## config.mk

```make
export PLATFORM = sky130hd
export DESIGN_NAME = q2e_fifo
export DESIGN_NICKNAME = d
export VERILOG_FILES = /design/src/rtl/q2e_pkg.sv /design/src/rtl/q2e_fifo.sv
export SDC_FILE = /design/constraint.sdc
export NUM_CORES = 1
export LEC_CHECK = 0
export ABC_AREA = 1
export BUFFER_PORTS_ARGS = -buffer_cell sky130_fd_sc_hd__buf_2
export CAP_MARGIN = 20
export CORE_ASPECT_RATIO = 0.5
export CORE_UTILIZATION = 32
export DETAILED_ROUTE_END_ITERATION = 12
export PLACE_DENSITY = 0.52
export SYNTH_ARGS = -nofsm -noshare
export SYNTH_HDL_FRONTEND = slang
export SYNTH_SLANG_ARGS = --single-unit
```

## constraint.sdc

```tcl
create_clock -name clk_i -period 23.2 [get_ports clk_i]
set_clock_uncertainty 0.1 [all_clocks]
set_input_delay 4.64 -clock clk_i [delete_from_list [all_inputs] [get_ports clk_i]]
set_output_delay 4.64 -clock clk_i [all_outputs]
set_load 0.02 [all_outputs]
```

## src/rtl/q2e_pkg.sv

```systemverilog
// Shared types, widths and the arctangent table for the quaternion to Euler angle block.
`default_nettype none
package q2e_pkg;

  localparam int unsigned TERM_W    = 34;
  localparam int unsigned CORD_W    = 38;
  localparam int unsigned ANG_W     = 34;
  localparam int unsigned SQ_OP_W   = 58;
  localparam int unsigned SQ_RES_W  = 29;
  localparam int unsigned SQ_STAGES = 29;
  localparam int unsigned FIFO_DEPTH = 2;
  localparam int unsigned TAB_LEN   = 24;

  localparam logic signed [TERM_W-1:0] ONE_Q28 = TERM_W'(64'sd268435456);
  localparam logic signed [ANG_W-1:0]  DEG90_Q24 = ANG_W'(64'sd1509949440);

  typedef enum logic [3:0] {
    ORD_XYX = 4'd0,
    ORD_XZX = 4'd1,
    ORD_YXY = 4'd2,
    ORD_YZY = 4'd3,
    ORD_ZXZ = 4'd4,
    ORD_ZYZ = 4'd5,
    ORD_XYZ = 4'd6,
    ORD_XZY = 4'd7,
    ORD_YXZ = 4'd8,
    ORD_YZX = 4'd9,
    ORD_ZXY = 4'd10,
    ORD_ZYX = 4'd11
  } axis_order_e;

  typedef struct packed {
    logic signed [TERM_W-1:0] mid;
    logic signed [TERM_W-1:0] sa;
    logic signed [TERM_W-1:0] ca;
    logic signed [TERM_W-1:0] sc;
    logic signed [TERM_W-1:0] cc;
    logic                     proper;
    logic                     bad;
  } term_t;

  function automatic logic signed [ANG_W-1:0] atan_deg(input int unsigned i);
    logic signed [ANG_W-1:0] v;
    case (i)
      0:       v = ANG_W'(64'sd754974720);
      1:       v = ANG_W'(64'sd445687602);
      2:       v = ANG_W'(64'sd235489088);
      3:       v = ANG_W'(64'sd119537938);
      4:       v = ANG_W'(64'sd60000934);
      5:       v = ANG_W'(64'sd30029717);
      6:       v = ANG_W'(64'sd15018523);
      7:       v = ANG_W'(64'sd7509720);
      8:       v = ANG_W'(64'sd3754917);
      9:       v = ANG_W'(64'sd1877466);
      10:      v = ANG_W'(64'sd938734);
      11:      v = ANG_W'(64'sd469367);
      12:      v = ANG_W'(64'sd234684);
      13:      v = ANG_W'(64'sd117342);
      14:      v = ANG_W'(64'sd58671);
      15:      v = ANG_W'(64'sd29335);
      16:      v = ANG_W'(64'sd14668);
      17:      v = ANG_W'(64'sd7334);
      18:      v = ANG_W'(64'sd3667);
      19:      v = ANG_W'(64'sd1833);
      20:      v = ANG_W'(64'sd917);
      21:      v = ANG_W'(64'sd458);
      22:      v = ANG_W'(64'sd229);
      23:      v = ANG_W'(64'sd115);
      default: v = '0;
    endcase
    return v;
  endfunction

endpackage
`default_nettype wire

```

## src/rtl/q2e_fifo.sv

```systemverilog
// Short register queue of term words between the front and back ends.
`default_nettype none
module q2e_fifo (
  input  wire logic           clk_i,
  input  wire logic           rst_ni,
  input  q2e_pkg::term_t      wr_data_i,
  input  wire logic           wr_valid_i,
  output logic                wr_ready_o,
  output q2e_pkg::term_t      rd_data_o,
  output logic                rd_valid_o,
  input  wire logic           rd_ready_i
);

  localparam int unsigned DEPTH = q2e_pkg::FIFO_DEPTH;
  localparam int unsigned PW    = (DEPTH > 1) ? $clog2(DEPTH) : 1;
  localparam int unsigned CW    = $clog2(DEPTH + 1);

  q2e_pkg::term_t mem_q [DEPTH];
  logic [PW-1:0]  wp_q, wp_d, rp_q, rp_d;
  logic [CW-1:0]  cnt_q, cnt_d;
  logic           push, pop;

  assign wr_ready_o = (cnt_q != CW'(DEPTH));
  assign rd_valid_o = (cnt_q != '0);
  assign rd_data_o  = mem_q[rp_q];
  assign push       = wr_valid_i && wr_ready_o;
  assign pop        = rd_valid_o && rd_ready_i;

  always_comb begin
    wp_d  = wp_q;
    rp_d  = rp_q;
    cnt_d = cnt_q;
    if (push) begin
      wp_d = (wp_q == PW'(DEPTH - 1)) ? '0 : wp_q + 1'b1;
    end
    if (pop) begin
      rp_d = (rp_q == PW'(DEPTH - 1)) ? '0 : rp_q + 1'b1;
    end
    if (push && !pop) begin
      cnt_d = cnt_q + 1'b1;
    end else if (pop && !push) begin
      cnt_d = cnt_q - 1'b1;
    end
  end

  always_ff @(posedge clk_i or negedge rst_ni) begin
    if (!rst_ni) begin
      wp_q  <= '0;
      rp_q  <= '0;
      cnt_q <= '0;
    end else begin
      wp_q  <= wp_d;
      rp_q  <= rp_d;
      cnt_q <= cnt_d;
    end
  end

  always_ff @(posedge clk_i) begin
    if (push) begin
      mem_q[wp_q] <= wr_data_i;
    end
  end

endmodule
`default_nettype wire

```

After elaboration in Yosys (flattened, before gate mapping). Memories as Yosys holds them, arrays and structs flattened. Cells that the tools add are included.

Flip-flop bits (word level): 4. Bits in writable memories: 344. Input bits: 176. Output and inout port bits: 174. Memories: 1.

Memories: mem_q (depth 2, width 172, rd ports 1, clocked after Yosys merged registers in 0, write ports 1, RTL line q2e_fifo.sv:18) `q2e_pkg::term_t mem_q [DEPTH];`.

Add/subtract/negate cells: 4. Equality and inequality tests: 1. Mux-type cells: 6. Reduce and logical (&&, ||, !) cells: 8.

Operators with widths (count): logical AND 1 bit (4); two-way mux 1 bit (4); two-way mux 2 bit (2); nonzero test 2 bit (2); adder 1 bit, second input constant (2); adder 2 x 1 -> 2 bit, second input constant (1); zero test 1 bit (2); inequality test 2 bit, second input constant (1); subtractor 2 x 1 -> 2 bit, second input constant (1).

Longest topological paths before layout. Gate-level depths: netlist (run 1).

Depth in word-level cells: 6. Mapped depth: 10. Mapped depth without buffers: 10.

Worst setup path after synthesis (run 1). Ideal clock, no wire load.

Kind: input -> register. From: in wr_valid_i. To: mem mem_q[0][0] (netlist name) (enable). Arrival: 11.891 ns. Path slack: 10.502 ns. Stages on the path: 2. Cells stage by stage: nand2_1 > nor2_1.

Word-level cells in the longest chain between the ends: 3.

Ends and longest elaborated chain: start: declaration (RTL line q2e_fifo.sv:7) `input wire logic wr_valid_i,`; logical AND 1 bit (RTL line q2e_fifo.sv:26) `assign push = wr_valid_i && wr_ready_o;`; two-way mux 1 bit (RTL line q2e_fifo.sv:59) `if (push) begin`; two-way mux 1 bit (implied by the code) (RTL line q2e_fifo.sv:60) `mem_q[wp_q] <= wr_data_i;`; end: declaration (RTL line q2e_fifo.sv:18).

Every way passes these cells.

==> summary.md, run 1 <==
| Metric | Value |
|---|---|
| Clock Sink Count | around 350 |
| Remaining max-slew budget at the tightest pin | between 20% and 30% |
| Power density of the placed cells | roughly 140 nW/um2 |
| Antenna violations before repair | 8 |
| Gpl congestion | between 0.7 and 0.8 |
| Worst EP arrival | ~3.2 ns |
| Sum of overflow across all layers after global routing | 0 |
| Most frequent cells after synthesis | sky130_fd_sc_hd__nand2_1, sky130_fd_sc_hd__edfxtp_1, sky130_fd_sc_hd__buf_4 |
| Insertion delay of the later-clocked pin in the worst-skew pair | 0.52 ns |
| Cells after synthesis | 927 |
| Worst slew pin tran | between 1 and 1.5 ns |
| Cell variety after synth | 14 |
| Post-synthesis cell type with the largest combined area | sky130_fd_sc_hd__edfxtp_1 |
| Full die area | 40800 um2 |
| Kind of start point of the critical path | register |
| Total CTS buffers | 35 |
| Max-slew violation total from the final report | 0 |
| Number of warnings issued by yosys | 0 |
| Main flop type after synthesis | sky130_fd_sc_hd__edfxtp_1 |
| Mapped Area | 12800 um2 |
| Unrepaired setup endpoints after global routing | no |
| Worst Path Required | 18.46 ns |
| CTS tree | done |
| Number of iterations in the first detailed-routing pass | 5 |
| CTS clock-pin slew for the worst setup and hold paths | 0.06 ns |
| Leakage power | about 0.0068 uW |
| Vias per inst | 4.31 |
| Peak supply drop | 0.0670 mV |
| Leading cell types by total area after synthesis | sky130_fd_sc_hd__edfxtp_1, sky130_fd_sc_hd__nand2_1, sky130_fd_sc_hd__buf_4 |
| Aggregate global-route resource usage | approximately 15% |
| Post-route fraction of the period consumed by the critical path | between 30% and 40% |
| Count of antenna-violating nets left after detailed routing | 0 |
| Achievable Freq | between 100 and 150 MHz |
| Level count of the clock H-tree | 2 |
| Area of the core | roughly 40000 um2 |
| Die outline height | between 100 and 150 um |
| Final-layout setup total negative slack | 0 ns |
| Number of rows created at floorplan | 51 |
| Synth top area share | about four fifths |
| Wirelength per Cell | approximately 17 um |
| Worst setup path category | register to output port |
| Worst-path fanout max | 89 |
| Total of buffers placed on input and output ports | around 350 |
| Worst-case setup margin in the final layout | between 15 and 20 ns |
| Clk root buf | sky130_fd_sc_hd__clkbuf_16 |
| Final hold violations | 0 |
| Number of buffers between clock root and the deepest sink | 3 |
| Post-detailed-routing wire length | about 31 mm |
| Register bit total from synthesis | between 300 and 400 |
| Max capacitance violation total | 0 |
| Post-synthesis area per instance | 13.8 um2 |
| Via count of the first global-routing pass | between 7000 and 8000 |
| Pin count of the biggest net entering global routing | 90 |
| Number of gates given a new drive strength after cts | 0 |
| Capturing element type of the critical path | output port |
| Run status | complete, no violations |
| HPWL after DPL | 20.7 mm |
| Initial Util | about a third |
| Portion of the post-synthesis area used by sequential elements | a little over 80% |
| Count of hold-fix buffers inserted at cts | 0 |
| Number of fillers in the final layout | ~3700 |
| Fraction of final layout cells sized beyond drive strength 1 | approximately 31% |
| Net count after synthesis | roughly 1100 |
| Number of nets in the finished design | between 1000 and 1500 |
| X dimension of the die | 285 um |
| Min cycle time layout | between 7 and 8 ns |
| Area growth syn-to-layout | 25.7% |
| Worst hold path type | register to register |
| Most used standard cell by instance count after synthesis | sky130_fd_sc_hd__nand2_1 |
| Worst slack at placement | about 16 ns |
| Vias post-DR | between 7000 and 8000 |
| Iteration-0 DRC Markers | 406 |
| Drc violations | 0 |
| Post-synthesis async set-or-reset flop share | 1.15% |
| # setup viols final | 0 |
| First-pass GRT wire length | about 46 mm |
| Buffers inserted during post-CTS setup optimization | 0 |
| EDFF count, synth | 344 |
| Top-level port count | 350 |
-- routing by layer --
layer  up-vias  wire [um]  GRT usage, %
met5         -          0             0
met4         0        784          5.46
met3        47       1030          2.73
met2       144      18200          29.0
met1      3920      11400          15.9
li1       3859          -             -
-- critical path: stages (launching register included) --
cell and delay [ns]:
sky130_fd_sc_hd__dfrtp_4 0.55, sky130_fd_sc_hd__inv_4 0.72, sky130_fd_sc_hd__buf_4 0.84, sky130_fd_sc_hd__nand2_1 0.11
sky130_fd_sc_hd__nand2_1 0.14, sky130_fd_sc_hd__buf_2 0.18
-- stage by stage --
step           total power [uW]  area, um2  util (%)  hold WS, ns  cells
2_1_floorplan              1460      12800         -        0.362    927
3_3_place_gp               1690      15000      38.3        0.378   1777
3_5_place_dp               1700      15000      38.3        0.392   1777
4_1_cts                    2240      16000      41.0        0.405   1840
5_1_grt                    2320      16100      41.0        0.446   1847
6_report                   2200      16100      41.1        0.400   1848
-- placed cells by master, fill, tap and decap left out --
master                      count
sky130_fd_sc_hd__buf_2        349
sky130_fd_sc_hd__nand3_1        2
sky130_fd_sc_hd__clkbuf_1      10
sky130_fd_sc_hd__xor2_1         1
sky130_fd_sc_hd__inv_6          3
sky130_fd_sc_hd__xnor2_1        1
sky130_fd_sc_hd__nand4_1        1
sky130_fd_sc_hd__dfrtp_4        1
sky130_fd_sc_hd__nor2_4         2
sky130_fd_sc_hd__inv_4          1
sky130_fd_sc_hd__clkinv_2       5
sky130_fd_sc_hd__clkinv_1       8
sky130_fd_sc_hd__nand2_1      526
sky130_fd_sc_hd__clkbuf_16     35
sky130_fd_sc_hd__inv_1          6
sky130_fd_sc_hd__edfxtp_1     344
sky130_fd_sc_hd__bufinv_16      2
sky130_fd_sc_hd__buf_4          9
sky130_fd_sc_hd__ha_1           1
sky130_fd_sc_hd__dfrtp_1        3
sky130_fd_sc_hd__diode_2        8
-- final timing paths --
| kind | startpoint | end | slack, ns | cells past startpoint |
|---|---|---|---|---|
| setup reg to reg | cnt_q[0]$_DFFE_PN0P_ | mem_q[0][45]$_DFFE_PP_ | 20.39 | 6 |
| setup / recovery | rp_q$_DFFE_PN0P_ | rd_data_o[138] | 15.27 | 5 |
| hold / removal | cnt_q[0]$_DFFE_PN0P_ | cnt_q[0]$_DFFE_PN0P_ | 0.40 | 1 |
| hold reg to reg | cnt_q[0]$_DFFE_PN0P_ | cnt_q[0]$_DFFE_PN0P_ | 0.40 | 1 |
| max in group asynchronous | rst_ni | rp_q$_DFFE_PN0P_ | 19.04 | 1 |
| min in group asynchronous | rst_ni | rp_q$_DFFE_PN0P_ | 3.82 | 1 |
-- kinds of logic after synthesis --
kind of cell,Yosys count,share of synthesized area (%)
adders and majority gates,1,0.0980
DFF,348,81.7
xor gates and xnor gates,2,0.137
and+or+nand+nor,531,15.6
buffers and inverters,45,2.45
-- flip-flops by register name, summed over array words and instances (netlist names) --
register,flops
wp_q,1
mem_q,344
rp_q,1
cnt_q,2
-- report_power, final --
| group | total [uW] | internal (uW) | switching, uW |
|---|---|---|---|
| sequential | 894 | 861 | 33.5 |
| clock | 532 | 302 | 230 |
| combinational | 772 | 199 | 572 |
-- layout make-up --
type	count	area, um2	share of cell area, %
antenna	8	20.0	0.125
inverter	7	28.8	0.179
clock buffer	45	913	5.69
clock inverter	18	141	0.880
multi-input combinational	534	2040	12.7
tap	530	663	4.13
sequential	348	10400	65.0
timing repair buffer	358	1810	11.3
Note: power is estimated with default switching activity, not from simulation.
==> run 2: changes to the inputs <==
ABC_AREA = 0   (was 1)
PLACE_DENSITY = 0.54   (was 0.52)
clock period = 7 ns   (was 23.2 ns; I/O delays follow)
==> run 2 against run 1 <==
Compared with the run above:
- combinational power grew to 3.0 times the previous value
- sequential power rose to 3.4 times the previous value
- sequential cell count unchanged
- total power rose to 3.3 times the previous value
- first-iteration DRC count shrank 31%
- routed wire length is 10% lower
- synthesized area fell by 0.50%
- critical endpoint is now rd_data_o[128]
- largest cell class unchanged
- largest power group unchanged
==> summary.md, run 2 <==
| Metric | Value |
|---|---|
| Run status | complete, no violations |
| Number of gates given a new drive strength after cts | 0 |
| Insertion delay of the later-clocked pin in the worst-skew pair | between 0.5 and 0.6 ns |
| Worst EP arrival | about 2.7 ns |
| Mapped Area | 12700 um2 |
| Clk root buf | sky130_fd_sc_hd__clkbuf_16 |
| Commonest cells after routing, fill and taps aside | sky130_fd_sc_hd__buf_2, sky130_fd_sc_hd__edfxtp_1, sky130_fd_sc_hd__mux2_2 |
| Clock Sink Count | approximately 350 |
| CTS clock-pin slew for the worst setup and hold paths | around 0.06 ns |
| Cell type of the slowest stage on the worst timing path | sky130_fd_sc_hd__dfrtp_4 |
| Worst slew pin tran | between 0.7 and 0.8 ns |
| Area of the core | roughly 39000 um2 |
| Largest regs | mem_q (344), cnt_q (2) |
| Buffers inserted during post-CTS setup optimization | 0 |
| Top-level port count | 350 |
| Worst-case setup margin in the final layout | around 2.8 ns |
| Synth Area in Compound Gates | 0% |
| Delay of the slowest cell on the worst path | between 0.9 and 1 ns |
| Cell variety after synth | 14 |
| Post-DP Area | roughly 15000 um2 |
| Combinational family with the most area after synthesis | multiplexers |
| Max capacitance violation total | 0 |
| Multiplexer share of the synthesized area | 15.2% |
| Wirelength per Cell | 19.0 um |
| Vias per inst | approximately 4.4 |
| Gpl congestion | around 0.77 |
| Initial Util | 32.6% |
| Number of rows created at floorplan | a little over 50 |
| Count of hold-fix buffers inserted at cts | 0 |
| Number of warnings issued by yosys | 0 |
| Remaining max-slew budget at the tightest pin | about half |
| Worst setup path category | register to output port |
| HPWL after DPL | between 15 and 20 mm |
| Number of fillers in the final layout | around 3500 |
| Worst slack at placement | around 3.3 ns |
| First-pass GRT wire length | 40.7 mm |
| Kind of start point of the critical path | register |
| Number of buffers and inverters on the critical path | 2 |
| Aggregate global-route resource usage | between 10% and 20% |
| X dimension of the die | roughly 280 um |
| Commonest non-fill, non-tap cell in the layout | sky130_fd_sc_hd__buf_2 |
| Cell class contributing the biggest share of worst-path delay | flip-flops |
| CTS tree | done |
| EDFF count, synth | around 340 |
| # setup viols final | 0 |
| Synth top area share | between 80% and 90% |
| Post-route fraction of the period consumed by the critical path | roughly three fifths |
| Via count of the first global-routing pass | between 6000 and 7000 |
| Die outline height | between 100 and 150 um |
| Leakage power | approximately 0.0060 uW |
| Crit path cell chain | buf_12 -> mux2_2 -> buf_2 |
| Vias post-DR | between 6000 and 7000 |
| Sum of overflow across all layers after global routing | 0 |
| Post-synthesis async set-or-reset flop share | roughly 1.1% |
| Total of buffers placed on input and output ports | 349 |
| Most frequent cells after synthesis | sky130_fd_sc_hd__edfxtp_1, sky130_fd_sc_hd__mux2_2, sky130_fd_sc_hd__clkbuf_8 |
| Antenna violations before repair | 4 |
| Total CTS buffers | 35 |
| Capturing element type of the critical path | output port |
| Count of antenna-violating nets left after detailed routing | 0 |
| Synth Area in Simple Gates | less than 1% |
| Cells after synthesis | around 550 |
| Main flop type after synthesis | sky130_fd_sc_hd__edfxtp_1 |
| Min cycle time layout | 4.24 ns |
| Most used standard cell by instance count after synthesis | sky130_fd_sc_hd__edfxtp_1 |
| Register bit total from synthesis | 348 |
| Worst-path fanout max | between 100 and 150 |
| Max-slew violation total from the final report | 0 |
| Achievable Freq | approximately 240 MHz |
| Leading cell types by total area after synthesis | sky130_fd_sc_hd__edfxtp_1, sky130_fd_sc_hd__mux2_2, sky130_fd_sc_hd__clkbuf_8 |
| Post-detailed-routing wire length | ~28 mm |
| Largest register by flop count | mem_q |
| Level count of the clock H-tree | 2 |
| Post-synthesis xor/xnor area fraction | less than 1% |
| Post-synthesis cell type with the largest combined area | sky130_fd_sc_hd__edfxtp_1 |
| Post-synthesis area per instance | 23.0 um2 |
| Area growth syn-to-layout | 27.5% |
| Fraction of final layout cells sized beyond drive strength 1 | 61.8% |
| Worst hold path type | register to register |
| Power density of the placed cells | between 400 and 500 nW/um2 |
| Final hold violations | 0 |
| Number of iterations in the first detailed-routing pass | 4 |
| Iteration-0 DRC Markers | 282 |
| Pin count of the biggest net entering global routing | 124 |
| Final-layout setup total negative slack | 0 ns |
| Number of flip-flops in the largest register | about 340 |
| Post-Synth Adder-Cell Area | less than 1% |
| Number of buffers between clock root and the deepest sink | 3 |
| Unrepaired setup endpoints after global routing | no |
| Drc violations | 0 |
| Final Instance Area | approximately 16000 um2 |
| Net count after synthesis | 730 |
| Worst Path Required | between 5 and 6 ns |
| Portion of the post-synthesis area used by sequential elements | between 80% and 90% |
| Peak supply drop | between 0.2 and 0.25 mV |
| Number of nets in the finished design | between 1000 and 1500 |
| Full die area | roughly 41000 um2 |
[run 2: final cells by class]
class                   count  area (um2)  area share [%]
flip-flops and latches    348       10400            64.4
multi-input cells         185        2040            12.6
repair buffers            357        1860            11.5
clock buffers              38         908            5.60
well taps                 530         663            4.09
clock inverters            26         288            1.78
diodes                      5        12.5          0.0772
inverters                   1        3.75          0.0232
[run 2: cell families after synthesis]
family	after synthesis
flip-flops	348
multiplexers	172
buffers and inverters	20
AND/OR/NAND/NOR	7
XOR/XNOR	5
adder cells (fa/ha/maj)	1
[run 2: path summary, 6_finish.rpt]
kind	from	to	slack (ns)	cells past startpoint
min	cnt_q[1]$_DFFE_PN0P_	cnt_q[1]$_DFFE_PN0P_	0.40	1
max in group asynchronous	rst_ni	rp_q$_DFFE_PN0P_	6.09	1
max reg2reg	cnt_q[0]$_DFFE_PN0P_	mem_q[1][118]$_DFFE_PP_	4.34	4
max	rp_q$_DFFE_PN0P_	rd_data_o[128]	2.76	3
min reg2reg	cnt_q[1]$_DFFE_PN0P_	cnt_q[1]$_DFFE_PN0P_	0.40	1
min in group asynchronous	rst_ni	wp_q$_DFFE_PN0P_	0.58	1
[run 2: stage by stage]
stage          hold WS, ns  util, %  total power (uW)  instances
2_1_floorplan        0.356        -              4700        553
3_3_place_gp         0.382     38.3              5320       1419
3_5_place_dp         0.398     38.5              5380       1421
4_1_cts              0.406     41.5              7340       1485
5_1_grt              0.429     41.6              7540       1489
6_report             0.397     41.6              7210       1490
[run 2: routing by layer]
metal / routed length (um) / vias to the layer above / part of all wire [%] / global-route usage (%)
li1: - / 2971 / - / -
met1: 10200 / 3388 / 36 / 14.1
met2: 16600 / 111 / 59 / 26.5
met3: 805 / 48 / 2.8 / 2.28
met4: 731 / 0 / 2.6 / 5.32
met5: 0 / - / 0 / 0
[run 2: report_power, final]
group	switching [uW]	internal (uW)	total (uW)
Clock	799	1140	1940
Combinational	1410	863	2280
Sequential	153	2850	3000
